--- config.mk ---
export PLATFORM = sky130hd
export DESIGN_NAME = base30_field_line_wrapper_flat
export DESIGN_NICKNAME = d
export VERILOG_FILES = /design/src/rtl/b30_pkg.sv /design/src/rtl/b30_in_if.sv /design/src/rtl/b30_out_if.sv /design/src/rtl/b30_ctrl.sv /design/src/rtl/b30_dp.sv /design/src/rtl/base30_field_line_wrapper.sv /design/src/flat_wrapper.sv
export SDC_FILE = /design/constraint.sdc
export NUM_CORES = 1
export LEC_CHECK = 0
export ABC_AREA = 1
export BUFFER_PORTS_ARGS = -buffer_cell sky130_fd_sc_hd__buf_4
export CAP_MARGIN = 15
export CORE_ASPECT_RATIO = 0.7
export CORE_MARGIN = 10
export CORE_UTILIZATION = 34
export CTS_BUF_LIST = sky130_fd_sc_hd__clkbuf_8
export DETAILED_ROUTE_END_ITERATION = 12
export GPL_TIMING_DRIVEN = 0
export MAX_ROUTING_LAYER = met4
export SLEW_MARGIN = 20
export SYNTH_ARGS = -nofsm -noshare
export SYNTH_HDL_FRONTEND = slang
export SYNTH_HIERARCHICAL = 1
export SYNTH_SLANG_ARGS = --single-unit
--- constraint.sdc ---
create_clock -name clk_i -period 13.3 [get_ports clk_i]
set_clock_uncertainty 0.15 [all_clocks]
set_input_delay 0 -clock clk_i [delete_from_list [all_inputs] [get_ports clk_i]]
set_output_delay 0 -clock clk_i [all_outputs]
set_load 0.01 [all_outputs]
--- src/rtl/b30_pkg.sv ---
// Package with shared types, constants and helpers of the base-30 field line wrapper.
`default_nettype none
package b30_pkg;

  localparam int unsigned ColW      = 7;
  localparam int unsigned MaxDigits = 7;
  localparam int unsigned DigCntW   = 3;

  // floor(n / 30) equals (n * Recip30) >> Recip30Shift for every 32-bit n.
  localparam logic [31:0] Recip30      = 32'h8888_8889;
  localparam int unsigned Recip30Shift = 36;
  localparam int unsigned QuotW        = 64 - Recip30Shift;
  localparam logic [31:0] Radix        = 32'd30;

  localparam logic [7:0] CharZero  = 8'h30;
  localparam logic [7:0] CharA     = 8'h41;
  localparam logic [7:0] CharMinus = 8'h2D;
  localparam logic [7:0] CharSlash = 8'h2F;
  localparam logic [7:0] CharCr    = 8'h0D;
  localparam logic [7:0] CharLf    = 8'h0A;

  typedef enum logic [2:0] {
    ST_IDLE,
    ST_MUL,
    ST_DIV,
    ST_EMIT,
    ST_CR,
    ST_LF
  } b30_state_e;

  typedef struct packed {
    logic load;
    logic mul;
    logic div;
    logic emit_char;
    logic emit_cr;
    logic emit_lf;
  } b30_cmd_t;

  typedef struct packed {
    logic q_zero;
    logic out_free;
    logic wrap;
    logic is_final;
    logic all_sent;
  } b30_status_t;

  function automatic logic [7:0] b30_digit_char(input logic [4:0] r);
    logic [7:0] c;
    if (r < 5'd10) begin
      c = CharZero + {3'b000, r};
    end else begin
      c = CharA + {3'b000, r} - 8'd10;
    end
    return c;
  endfunction

endpackage
`default_nettype wire

--- src/rtl/b30_in_if.sv ---
// Input channel interface: item kind, raw byte and signed integer.
`default_nettype none
interface b30_in_if;
  logic               valid;
  logic               ready;
  logic               func;
  logic [7:0]         byte_value;
  logic signed [31:0] int_value;

  modport source (output valid, output func, output byte_value, output int_value,
                  input ready);
  modport sink (input valid, input func, input byte_value, input int_value,
                output ready);
endinterface
`default_nettype wire

--- src/rtl/b30_out_if.sv ---
// Output channel interface: one character and its end-of-item flag.
`default_nettype none
interface b30_out_if;
  logic       valid;
  logic       ready;
  logic [7:0] out_char;
  logic       last;

  modport source (output valid, output out_char, output last, input ready);
  modport sink (input valid, input out_char, input last, output ready);
endinterface
`default_nettype wire

--- src/rtl/b30_ctrl.sv ---
// Controller state machine sequencing digit extraction, emission and line breaks.
`default_nettype none
module b30_ctrl (
  input  logic                clk_i,
  input  logic                rst_ni,
  input  logic                in_valid_i,
  input  logic                in_func_i,
  output logic                in_ready_o,
  input  b30_pkg::b30_status_t status_i,
  output b30_pkg::b30_cmd_t    cmd_o
);

  b30_pkg::b30_state_e state_q, state_d;

  always_ff @(posedge clk_i or negedge rst_ni) begin
    if (!rst_ni) begin
      state_q <= b30_pkg::ST_IDLE;
    end else begin
      state_q <= state_d;
    end
  end

  always_comb begin
    state_d = state_q;
    unique case (state_q)
      b30_pkg::ST_IDLE: begin
        if (in_valid_i) begin
          state_d = in_func_i ? b30_pkg::ST_MUL : b30_pkg::ST_EMIT;
        end
      end
      b30_pkg::ST_MUL: state_d = b30_pkg::ST_DIV;
      b30_pkg::ST_DIV: begin
        state_d = status_i.q_zero ? b30_pkg::ST_EMIT : b30_pkg::ST_MUL;
      end
      b30_pkg::ST_EMIT: begin
        if (status_i.out_free) begin
          if (status_i.wrap) begin
            state_d = b30_pkg::ST_CR;
          end else if (status_i.is_final) begin
            state_d = b30_pkg::ST_IDLE;
          end
        end
      end
      b30_pkg::ST_CR: begin
        if (status_i.out_free) begin
          state_d = b30_pkg::ST_LF;
        end
      end
      b30_pkg::ST_LF: begin
        if (status_i.out_free) begin
          state_d = status_i.all_sent ? b30_pkg::ST_IDLE : b30_pkg::ST_EMIT;
        end
      end
      default: state_d = b30_pkg::ST_IDLE;
    endcase
  end

  always_comb begin
    in_ready_o = 1'b0;
    cmd_o      = '0;
    unique case (state_q)
      b30_pkg::ST_IDLE: begin
        in_ready_o = 1'b1;
        cmd_o.load = in_valid_i;
      end
      b30_pkg::ST_MUL:  cmd_o.mul = 1'b1;
      b30_pkg::ST_DIV:  cmd_o.div = 1'b1;
      b30_pkg::ST_EMIT: cmd_o.emit_char = status_i.out_free;
      b30_pkg::ST_CR:   cmd_o.emit_cr = status_i.out_free;
      b30_pkg::ST_LF:   cmd_o.emit_lf = status_i.out_free;
      default: begin
        in_ready_o = 1'b0;
      end
    endcase
  end

endmodule
`default_nettype wire

--- src/rtl/b30_dp.sv ---
// Datapath: magnitude divider, digit stack, column counter and output register.
`default_nettype none
module b30_dp #(
  parameter int LINE_LENGTH = 80
) (
  input  logic                 clk_i,
  input  logic                 rst_ni,
  input  logic                 func_i,
  input  logic [7:0]           byte_value_i,
  input  logic signed [31:0]   int_value_i,
  input  b30_pkg::b30_cmd_t    cmd_i,
  output b30_pkg::b30_status_t status_o,
  output logic                 out_valid_o,
  input  logic                 out_ready_i,
  output logic [7:0]           out_char_o,
  output logic                 last_o
);

  logic [31:0]                  mag_q;
  logic [b30_pkg::QuotW-1:0]    quot_q;
  logic [7:0]                   dig_q [b30_pkg::MaxDigits];
  logic [b30_pkg::DigCntW-1:0]  nd_q;
  logic                         neg_pend_q;
  logic                         end_pend_q;
  logic [7:0]                   end_char_q;
  logic [b30_pkg::ColW-1:0]     column_q;
  logic                         out_valid_q;
  logic [7:0]                   out_char_q;
  logic                         last_q;

  logic [63:0] prod;
  logic [31:0] rem_full;
  logic [7:0]  new_digit;
  logic [7:0]  col_inc;
  logic        wrap;
  logic        is_final;
  logic [7:0]  next_char;

  assign prod      = {32'd0, mag_q} * {32'd0, b30_pkg::Recip30};
  assign rem_full  = mag_q - ({{(32 - b30_pkg::QuotW){1'b0}}, quot_q} * b30_pkg::Radix);
  assign new_digit = b30_pkg::b30_digit_char(rem_full[4:0]);
  assign col_inc   = {1'b0, column_q} + 8'd1;
  assign wrap      = (col_inc >= 8'(LINE_LENGTH));
  assign is_final  = !neg_pend_q && (nd_q == '0);

  always_comb begin
    if (neg_pend_q) begin
      next_char = b30_pkg::CharMinus;
    end else if (nd_q != '0) begin
      next_char = dig_q[0];
    end else begin
      next_char = end_char_q;
    end
  end

  assign status_o.q_zero   = (quot_q == '0);
  assign status_o.out_free = !out_valid_q || out_ready_i;
  assign status_o.wrap     = wrap;
  assign status_o.is_final = is_final;
  assign status_o.all_sent = !end_pend_q;

  // Control state of the item in progress.
  always_ff @(posedge clk_i or negedge rst_ni) begin
    if (!rst_ni) begin
      nd_q        <= '0;
      neg_pend_q  <= 1'b0;
      end_pend_q  <= 1'b0;
      column_q    <= '0;
      out_valid_q <= 1'b0;
    end else begin
      if (cmd_i.load) begin
        nd_q       <= '0;
        neg_pend_q <= func_i & int_value_i[31];
        end_pend_q <= 1'b1;
      end else if (cmd_i.div) begin
        nd_q <= nd_q + 1'b1;
      end else if (cmd_i.emit_char) begin
        if (neg_pend_q) begin
          neg_pend_q <= 1'b0;
        end else if (nd_q != '0) begin
          nd_q <= nd_q - 1'b1;
        end else begin
          end_pend_q <= 1'b0;
        end
      end
      if (cmd_i.emit_char) begin
        column_q <= wrap ? '0 : col_inc[b30_pkg::ColW-1:0];
      end
      if (cmd_i.emit_char || cmd_i.emit_cr || cmd_i.emit_lf) begin
        out_valid_q <= 1'b1;
      end else if (out_ready_i) begin
        out_valid_q <= 1'b0;
      end
    end
  end

  // Payload registers.
  always_ff @(posedge clk_i) begin
    if (cmd_i.load) begin
      mag_q      <= int_value_i[31] ? (~int_value_i + 32'd1) : int_value_i;
      end_char_q <= func_i ? b30_pkg::CharSlash : byte_value_i;
    end else if (cmd_i.div) begin
      mag_q <= {{(32 - b30_pkg::QuotW){1'b0}}, quot_q};
    end
    if (cmd_i.mul) begin
      quot_q <= prod[63:b30_pkg::Recip30Shift];
    end
    // Digits stack up with the most significant one on top.
    if (cmd_i.div) begin
      dig_q[0] <= new_digit;
      for (int i = 1; i < b30_pkg::MaxDigits; i++) begin
        dig_q[i] <= dig_q[i-1];
      end
    end else if (cmd_i.emit_char && !neg_pend_q && (nd_q != '0)) begin
      for (int i = 0; i < b30_pkg::MaxDigits - 1; i++) begin
        dig_q[i] <= dig_q[i+1];
      end
    end
    if (cmd_i.emit_char) begin
      out_char_q <= next_char;
      last_q     <= is_final && !wrap;
    end else if (cmd_i.emit_cr) begin
      out_char_q <= b30_pkg::CharCr;
      last_q     <= 1'b0;
    end else if (cmd_i.emit_lf) begin
      out_char_q <= b30_pkg::CharLf;
      last_q     <= !end_pend_q;
    end
  end

  assign out_valid_o = out_valid_q;
  assign out_char_o  = out_char_q;
  assign last_o      = last_q;

`ifndef SYNTH
  a_column_in_range: assert property (@(posedge clk_i) disable iff (!rst_ni)
    column_q < b30_pkg::ColW'(LINE_LENGTH))
    else $error("column counter reached the line length");

  a_wrap_restarts_column: assert property (@(posedge clk_i) disable iff (!rst_ni)
    cmd_i.emit_char && wrap |=> column_q == '0)
    else $error("column counter did not restart after a full line");

  a_digit_count_bound: assert property (@(posedge clk_i) disable iff (!rst_ni)
    cmd_i.div |-> nd_q < b30_pkg::DigCntW'(b30_pkg::MaxDigits))
    else $error("digit stack overflow");

  a_cr_then_lf: assert property (@(posedge clk_i) disable iff (!rst_ni)
    cmd_i.emit_cr |=> out_valid_q && out_char_q == b30_pkg::CharCr && !last_q)
    else $error("inserted carriage return not registered");
`endif

endmodule
`default_nettype wire

--- src/rtl/base30_field_line_wrapper.sv ---
// Top level of the base-30 field line wrapper: controller plus datapath.
`default_nettype none
// Sequence: a raw byte goes from the idle state to the emit state, which loads it into the output
//   register. An integer first alternates a multiply and a divide state per base-30 digit
//   (reciprocal multiply, then quotient and remainder), up to seven digits, before emission.
// Throughput: one item at a time; characters then leave one per cycle while the sink is ready.
// Reset: rst_ni is asynchronous, active low; it empties the output and zeroes the column.
module base30_field_line_wrapper #(
  parameter int LINE_LENGTH = 80
) (
  input logic        clk_i,
  input logic        rst_ni,
  b30_in_if.sink     in_i,
  b30_out_if.source  out_o
);

  // Commands from the controller and status back from the datapath.
  b30_pkg::b30_cmd_t    cmd;
  b30_pkg::b30_status_t status;

  // The controller owns the input handshake: a new item is taken only in its idle state,
  // after the previous item's last character has been loaded into the output register.
  b30_ctrl u_ctrl (
    .clk_i      (clk_i),
    .rst_ni     (rst_ni),
    .in_valid_i (in_i.valid),
    .in_func_i  (in_i.func),
    .in_ready_o (in_i.ready),
    .status_i   (status),
    .cmd_o      (cmd)
  );

  // The datapath divides the magnitude by thirty with a reciprocal multiply, stacks the
  // digits, counts columns and holds the output register that decouples the sink.
  b30_dp #(
    .LINE_LENGTH (LINE_LENGTH)
  ) u_dp (
    .clk_i        (clk_i),
    .rst_ni       (rst_ni),
    .func_i       (in_i.func),
    .byte_value_i (in_i.byte_value),
    .int_value_i  (in_i.int_value),
    .cmd_i        (cmd),
    .status_o     (status),
    .out_valid_o  (out_o.valid),
    .out_ready_i  (out_o.ready),
    .out_char_o   (out_o.out_char),
    .last_o       (out_o.last)
  );

endmodule
`default_nettype wire
--- src/flat_wrapper.sv ---
// flat-port wrapper written by rule: the top's interface ports become plain ports
module base30_field_line_wrapper_flat 
#(
  parameter int LINE_LENGTH = 80
)
  (clk_i, rst_ni, in_i_valid, in_i_func, in_i_byte_value, in_i_int_value, in_i_ready, out_o_valid, out_o_out_char, out_o_last, out_o_ready);
  b30_in_if in_i_i ();
  b30_out_if out_o_i ();
  input logic clk_i;
  input logic rst_ni;
  input wire logic [$bits(in_i_i.valid)-1:0] in_i_valid;
  input wire logic [$bits(in_i_i.func)-1:0] in_i_func;
  input wire logic [$bits(in_i_i.byte_value)-1:0] in_i_byte_value;
  input wire logic [$bits(in_i_i.int_value)-1:0] in_i_int_value;
  output wire logic [$bits(in_i_i.ready)-1:0] in_i_ready;
  output wire logic [$bits(out_o_i.valid)-1:0] out_o_valid;
  output wire logic [$bits(out_o_i.out_char)-1:0] out_o_out_char;
  output wire logic [$bits(out_o_i.last)-1:0] out_o_last;
  input wire logic [$bits(out_o_i.ready)-1:0] out_o_ready;
  assign in_i_i.valid = in_i_valid;
  assign in_i_i.func = in_i_func;
  assign in_i_i.byte_value = in_i_byte_value;
  assign in_i_i.int_value = in_i_int_value;
  assign in_i_ready = in_i_i.ready;
  assign out_o_valid = out_o_i.valid;
  assign out_o_out_char = out_o_i.out_char;
  assign out_o_last = out_o_i.last;
  assign out_o_i.ready = out_o_ready;
  base30_field_line_wrapper #(.LINE_LENGTH(LINE_LENGTH)) u_core (.clk_i(clk_i), .rst_ni(rst_ni), .in_i(in_i_i), .out_o(out_o_i));
endmodule
* Word-level counts from Yosys, hierarchy flattened *
Memory sizes are Yosys's and may differ from the RTL's.
Index checks and enable logic that the tools add are counted.
Widths: inputs -> output; s select.

cells by class
  $add $sub $neg = 8
  $mul = 2
  magnitude comparators = 2
  equality and inequality tests = 14
  mux-type cells = 56
  bitwise operators = 8
  reductions and logical operators = 25

operator list
  cell                    number
  $mux 32                 3
  $mux 8                  12
  $mul 32x32->64 const B  1
  $mux 3                  11
  $add 32x1->32 const B   1
  $not 32->32             1
  $logic_not 28->1        1
  $mul 28x4->4 const B    1
  $mux 1                  25
  $pmux 3 s6              1
  $reduce_bool 3->1       4
  $add 7x1->8 const B     1
  $add 7x5->8 const A     1
  $ge 8x7->1 const B      1
  $ne 2x2->1 const B      4
  $sub 8x4->8 const B     1
  $add 6x5->7 const A     1
  $mux 7                  1
  $eq 3x2->1 const B      2
  $eq 3x3->1 const B      2
  $logic_not 3->1         2
  $mux 2                  3
  $ne 2x1->1 const B      3
  $or 1x1->1              6
  16 further kinds        26

word-level totals
  flip-flop bits (word level) = 93
  memory bits (writable) = 56
  input bits = 45
  output and inout bits = 11
  logic and storage cells = 127
  memories = 1

memory list
  name               words  width  read ports  clocked after memory_dff  write ports  line          text
  u_core.u_dp.dig_q  7      8      7           0                         7            b30_dp.sv:21  logic [7:0] dig_q [b30_pkg::MaxDigits];

* Depth between registers and ports, before layout *
  depth in word-level cells = 9
  depth in mapped cells = 26

* By module *
The synthesis kept the hierarchy.

modules (own cells, without submodules)
  module    times used  cells an instance  area each (um^2)  sequential area each (um^2)
  b30_dp    1           2459               19143.4           4319.1
  b30_ctrl  1           47                 289.0             75.1

* Worst setup path before layout *
Ideal clock, no wire load.

  path type = reg2reg
  start = reg u_core.u_dp.mag_q[1]
  end = reg u_core/u_dp/quot_q[26] (netlist bit), data pin
  library setup time = 252 ps
  data arrival time = 5273 ps
  setup slack = 7625 ps
  cell stages (with the launch flop) = 27
  buffers on the path = 0
  period minus slack after synthesis = 5675 ps
  path through = edfxtp_1 ha_1 inv_1 fa_1 inv_1 fa_1 inv_1 fa_1 fa_1 inv_1 fa_1 inv_1 fa_1 inv_1 ha_1 nand2_1 inv_1 nand2_1 nand2_1 nand2_1 nand2_1 nand2_1 nand2_1 a21oi_1 nand2_1 nand2_1 nand2_1

on the way
  longest elaborated chain between the ends = 1

RTL lines
  item                      line           text
  start: declaration        b30_dp.sv:19   logic [31:0] mag_q;
  start signal: assignment  b30_dp.sv:100  mag_q <= int_value_i[31] ? (~int_value_i + 32'd1) : int_value_i;
  start signal: assignment  b30_dp.sv:103  mag_q <= {{(32 - b30_pkg::QuotW){1'b0}}, quot_q};
  $mul 32x32->64            b30_dp.sv:39   assign prod = {32'd0, mag_q} * {32'd0, b30_pkg::Recip30};
  via u_core.u_dp.prod[62]  b30_dp.sv:31   logic [63:0] prod;
  end signal: assignment    b30_dp.sv:106  quot_q <= prod[63:b30_pkg::Recip30Shift];
  end: declaration          b30_dp.sv:20   logic [b30_pkg::QuotW-1:0] quot_q;

The timed path passes the listed nets, and every way through them passes these cells.
A chain may end at the register's enable or synchronous reset.

* Worst setup path in the final report *
  start = reg u_core.u_dp.mag_q[5]
  end = reg u_core/u_dp/quot_q[4] (netlist bit), data pin

The elaborated chain is that of the path after synthesis.

==> summary by stage <==
Outcome
The flow ran to the end, and the final reports show no timing, DRC or antenna violations.

Synthesis
The share of the Yosys chip area taken by registers is 0.226. The mean instance size in the synthesized netlist is 7.75 um2. The unique cell type count in the Yosys netlist is 41. In the synthesized netlist the dominant register cell turns out to be sky130_fd_sc_hd__edfxtp_1.

The area of the mapped netlist is between 15000 and 20000 um2. In the synthesized netlist, the number of instances is between 2000 and 3000. The synthesized design contains 149 register bits. The Yosys warning count is 6. The number of enable-type register cells in the synthesized netlist is 133. When the netlist entered floorplanning its net count stood at ~3000. For this run, asynchronously set or reset flops after synthesis account for 0.107.

STA
Measured against its own limit, the worst slew margin works out to 0.387. The number of max-slew violations in the final report is 0. Setup repair after global routing left no endpoint under its margin. After routing, the total negative slack on setup checks comes to 0 ps. The post-layout minimum cycle time is roughly 6900 ps. For this run, the top clock speed supported by timing is 144 MHz. For the pin with the worst max-slew slack, the measured transition is between 900 and 1000 ps. Of the available clock period, the critical path in the final layout requires 0.521. Setup violations remaining at the end of the flow were counted as 0.

The final-report hold violation count was 0.

Floorplan
The width of the die is 306 um. From bottom edge to top edge, the die measures between 200 and 250 um. The die area is 67300 um2. For this design the top-level I/O count stands at 56. The core outline area is about 57000 um2. After floorplanning, the core was divided into 73 placement rows.

The initial utilization of the core area, before any placement, comes to 0.343.

CTS
Buffers inserted to repair hold after CTS numbered slightly above 60. After clock tree synthesis, the clock-pin slew on the worst setup and hold paths is 90 ps. The clock sink count is ~150. The number of levels the H-tree was split into is 4. TritonCTS built the clock tree.

The number of buffers added by the clock tree synthesis step is 17. The largest buffer count on any clock path is 2. Clock latency on the worst-skew pair, taken at its later pin, is 480 ps. The number of gates resized after CTS was 0. In this run the post-CTS setup repair buffer count came out at 0.

The clock root buffer is sky130_fd_sc_hd__clkbuf_8.

Hold path
The instance count along the most critical hold path is 4. In this run the worst hold path is classified as primary input to register. For hold timing, the worst endpoint is u_core/u_dp/mag_q[9]. The startpoint identified for the worst hold timing path is in_i_int_value[31].

GRT
The first global-routing pass estimated 91700 um of wire. The global-route usage over all layers is 0.183. The via count of the first global-routing pass was between 15000 and 20000. The global route total overflow is 0.

The pin count of the biggest net entering global routing is 33. The initial antenna violation count was 0.

Place
The placed cell area is 20900 um2. The weighted congestion reported at the end of routability-driven placement is between 0.9 and 1. The half-perimeter wire length of the detailed placement result is 50600 um. In this run the tool buffered the top-level ports with 55 buffer cells.

Setup path
The number of cells traversed by the worst register-to-register path is 21. In this run the critical register-to-register path is captured at u_core/u_dp/quot_q[4]. The type of the setup path with the least slack is register to register. The startpoint of the worst-slack reg-to-reg timing path is u_core/u_dp/mag_q[5]. The required time reported for the critical path endpoint is roughly 13000 ps. The worst setup path is captured at a register. The data arrival time of the critical path is 7000 ps.

Of all nets on the critical path, the largest fanout is 5. STA classifies the critical path startpoint as a register. The setup check on the worst reg-to-reg path leaves a slack of about 6400 ps.

Cells and area
The area growth from synthesis to layout is 12.8%. The design area is approximately 22000 um2. The share of layout cells above drive strength 1 is 0.0474.

0 antenna diodes ended up in the layout. The most common cell after layout, fill and taps aside is sky130_fd_sc_hd__nand2_1. The filler cells instantiated in the layout total 5931. Leaving out fill and tap cells, the most frequent cells in the layout are 672 x sky130_fd_sc_hd__nand2_1, 600 x sky130_fd_sc_hd__inv_1, 310 x sky130_fd_sc_hd__ha_1. At the end of the flow, the number of nets in the layout was 3161.

Route
The detail-routed via count per cell is ~4.7. The number of design-rule violations left by the first detailed-router iteration is 1536. The remaining routing DRC violations is 0. The remaining antenna violation count is 0.

The via count is 16100. The wire length reported by the detailed router is 59600 um. The pre-antenna-repair detailed-routing pass consisted of 6 iterations. After detailed routing, the average wire length per cell comes to approximately 17 um.

Flow run
The number of max-cap violations is 0.
==> cells in the mapped netlist (all sizes together), types with 2 or more instances <==
| cell type | n | share of area |
|---|---|---|
| xor2 | 32 | 0.014 |
| a21oi | 81 | 0.021 |
| o21bai | 10 | 0.0039 |
| nor4 | 7 | 0.0023 |
| ha | 310 | 0.20 |
| nor3 | 26 | 0.0086 |
| fa | 159 | 0.16 |
| or2 | 8 | 0.0026 |
| o21a | 2 | 0.00077 |
| and2 | 4 | 0.0013 |
| nor2 | 183 | 0.036 |
| o21ai | 87 | 0.022 |
| edfxtp | 133 | 0.21 |
| xnor2 | 12 | 0.0054 |
| nand3 | 101 | 0.027 |
| clkbuf | 12 | 0.0028 |
| nand3b | 5 | 0.0019 |
| a31oi | 6 | 0.0019 |
| nand4 | 15 | 0.0048 |
| nand2 | 674 | 0.13 |
| inv | 603 | 0.12 |
| dfrtp | 16 | 0.021 |
| o22ai | 2 | 0.00064 |
| buf | 14 | 0.0052 |
==> area by class of cell <==
cell class / count / area, um2 / area share
clock buffer: 17 / 234 / 0.0107
inverter: 604 / 2270 / 0.103
sequential: 149 / 4390 / 0.200
tap: 750 / 938 / 0.0428
timing repair buffer: 122 / 1090 / 0.0499
multi-input combinational: 1727 / 12600 / 0.576
buffer: 26 / 156 / 0.00713
clock inverter: 15 / 210 / 0.00959
==> stage by stage <==
stage | instances | setup slack (ps) | utilization | hold WS, ps
detailed placement | 3316 | 6560 | 0.368 | -259
global placement | 3311 | 6540 | 0.367 | -261
global route | 3410 | 6190 | 0.387 | 133
finish | 3410 | 6360 | 0.387 | 117
floorplan | 2506 | 7620 | - | -446
CTS | 3410 | 6490 | 0.387 | 76.7
==> critical path: stages (launching register included) <==
cell                       delay, ps
sky130_fd_sc_hd__edfxtp_1        630
sky130_fd_sc_hd__ha_1            490
sky130_fd_sc_hd__inv_1            80
sky130_fd_sc_hd__fa_1            650
sky130_fd_sc_hd__inv_1           100
sky130_fd_sc_hd__fa_1            510
sky130_fd_sc_hd__inv_1            70
sky130_fd_sc_hd__fa_1            480
sky130_fd_sc_hd__fa_1            550
sky130_fd_sc_hd__inv_1            60
sky130_fd_sc_hd__fa_1            530
sky130_fd_sc_hd__inv_1            50
sky130_fd_sc_hd__fa_1            530
sky130_fd_sc_hd__inv_1            60
sky130_fd_sc_hd__ha_1            200
sky130_fd_sc_hd__a21oi_1         270
sky130_fd_sc_hd__o21ai_0         190
sky130_fd_sc_hd__a21oi_1         370
sky130_fd_sc_hd__nand2_1         260
sky130_fd_sc_hd__inv_1           120
sky130_fd_sc_hd__nand3_1         130
sky130_fd_sc_hd__xor2_1          180
==> logic make-up after synthesis <==
family | share of synthesized area
AOI/OAI and AO/OA | 0.0513
adders and majority gates | 0.363
buffers and inverters | 0.125
and+or+nand+nor | 0.215
DFF | 0.226
xor gates and xnor gates | 0.0198
==> state kept, by name, summed over array words and instances, names as in the netlist, 3 cells and up <==
name and count:
u_core/u_ctrl/state_q 3, u_core/u_dp/nd_q 3, u_core/u_dp/dig_q 56, u_core/u_dp/mag_q 32, u_core/u_dp/quot_q 28, u_core/u_dp/end_char_q 8, u_core/u_dp/column_q 7, u_core/u_dp/out_char_o 8
==> worst max-delay path by stage <==
stage	startpoint	end	slack [ps]	cells after the start
2_1_floorplan	u_core/u_dp/mag_q[1]	u_core/u_dp/quot_q[26]	7620	26
3_3_place_gp	u_core/u_dp/mag_q[5]	u_core/u_dp/quot_q[4]	6540	21
3_5_place_dp	u_core/u_dp/mag_q[5]	u_core/u_dp/quot_q[4]	6560	21
4_1_cts	u_core/u_dp/mag_q[5]	u_core/u_dp/quot_q[4]	6490	21
5_1_grt	u_core/u_dp/mag_q[5]	u_core/u_dp/quot_q[21]	6190	26
6_report	u_core/u_dp/mag_q[5]	u_core/u_dp/quot_q[4]	6360	21
==> routing by layer <==
metal	GRT usage	up-vias	wire [um]
met4	0.0181	0	380
met3	0.0358	17	4770
li1	-	8050	-
met5	-	-	0
met2	0.242	510	22700
met1	0.286	7538	31700
Power is not shown: default switching activity piles up to over one toggle a cycle in this logic, so the estimate is an artifact.
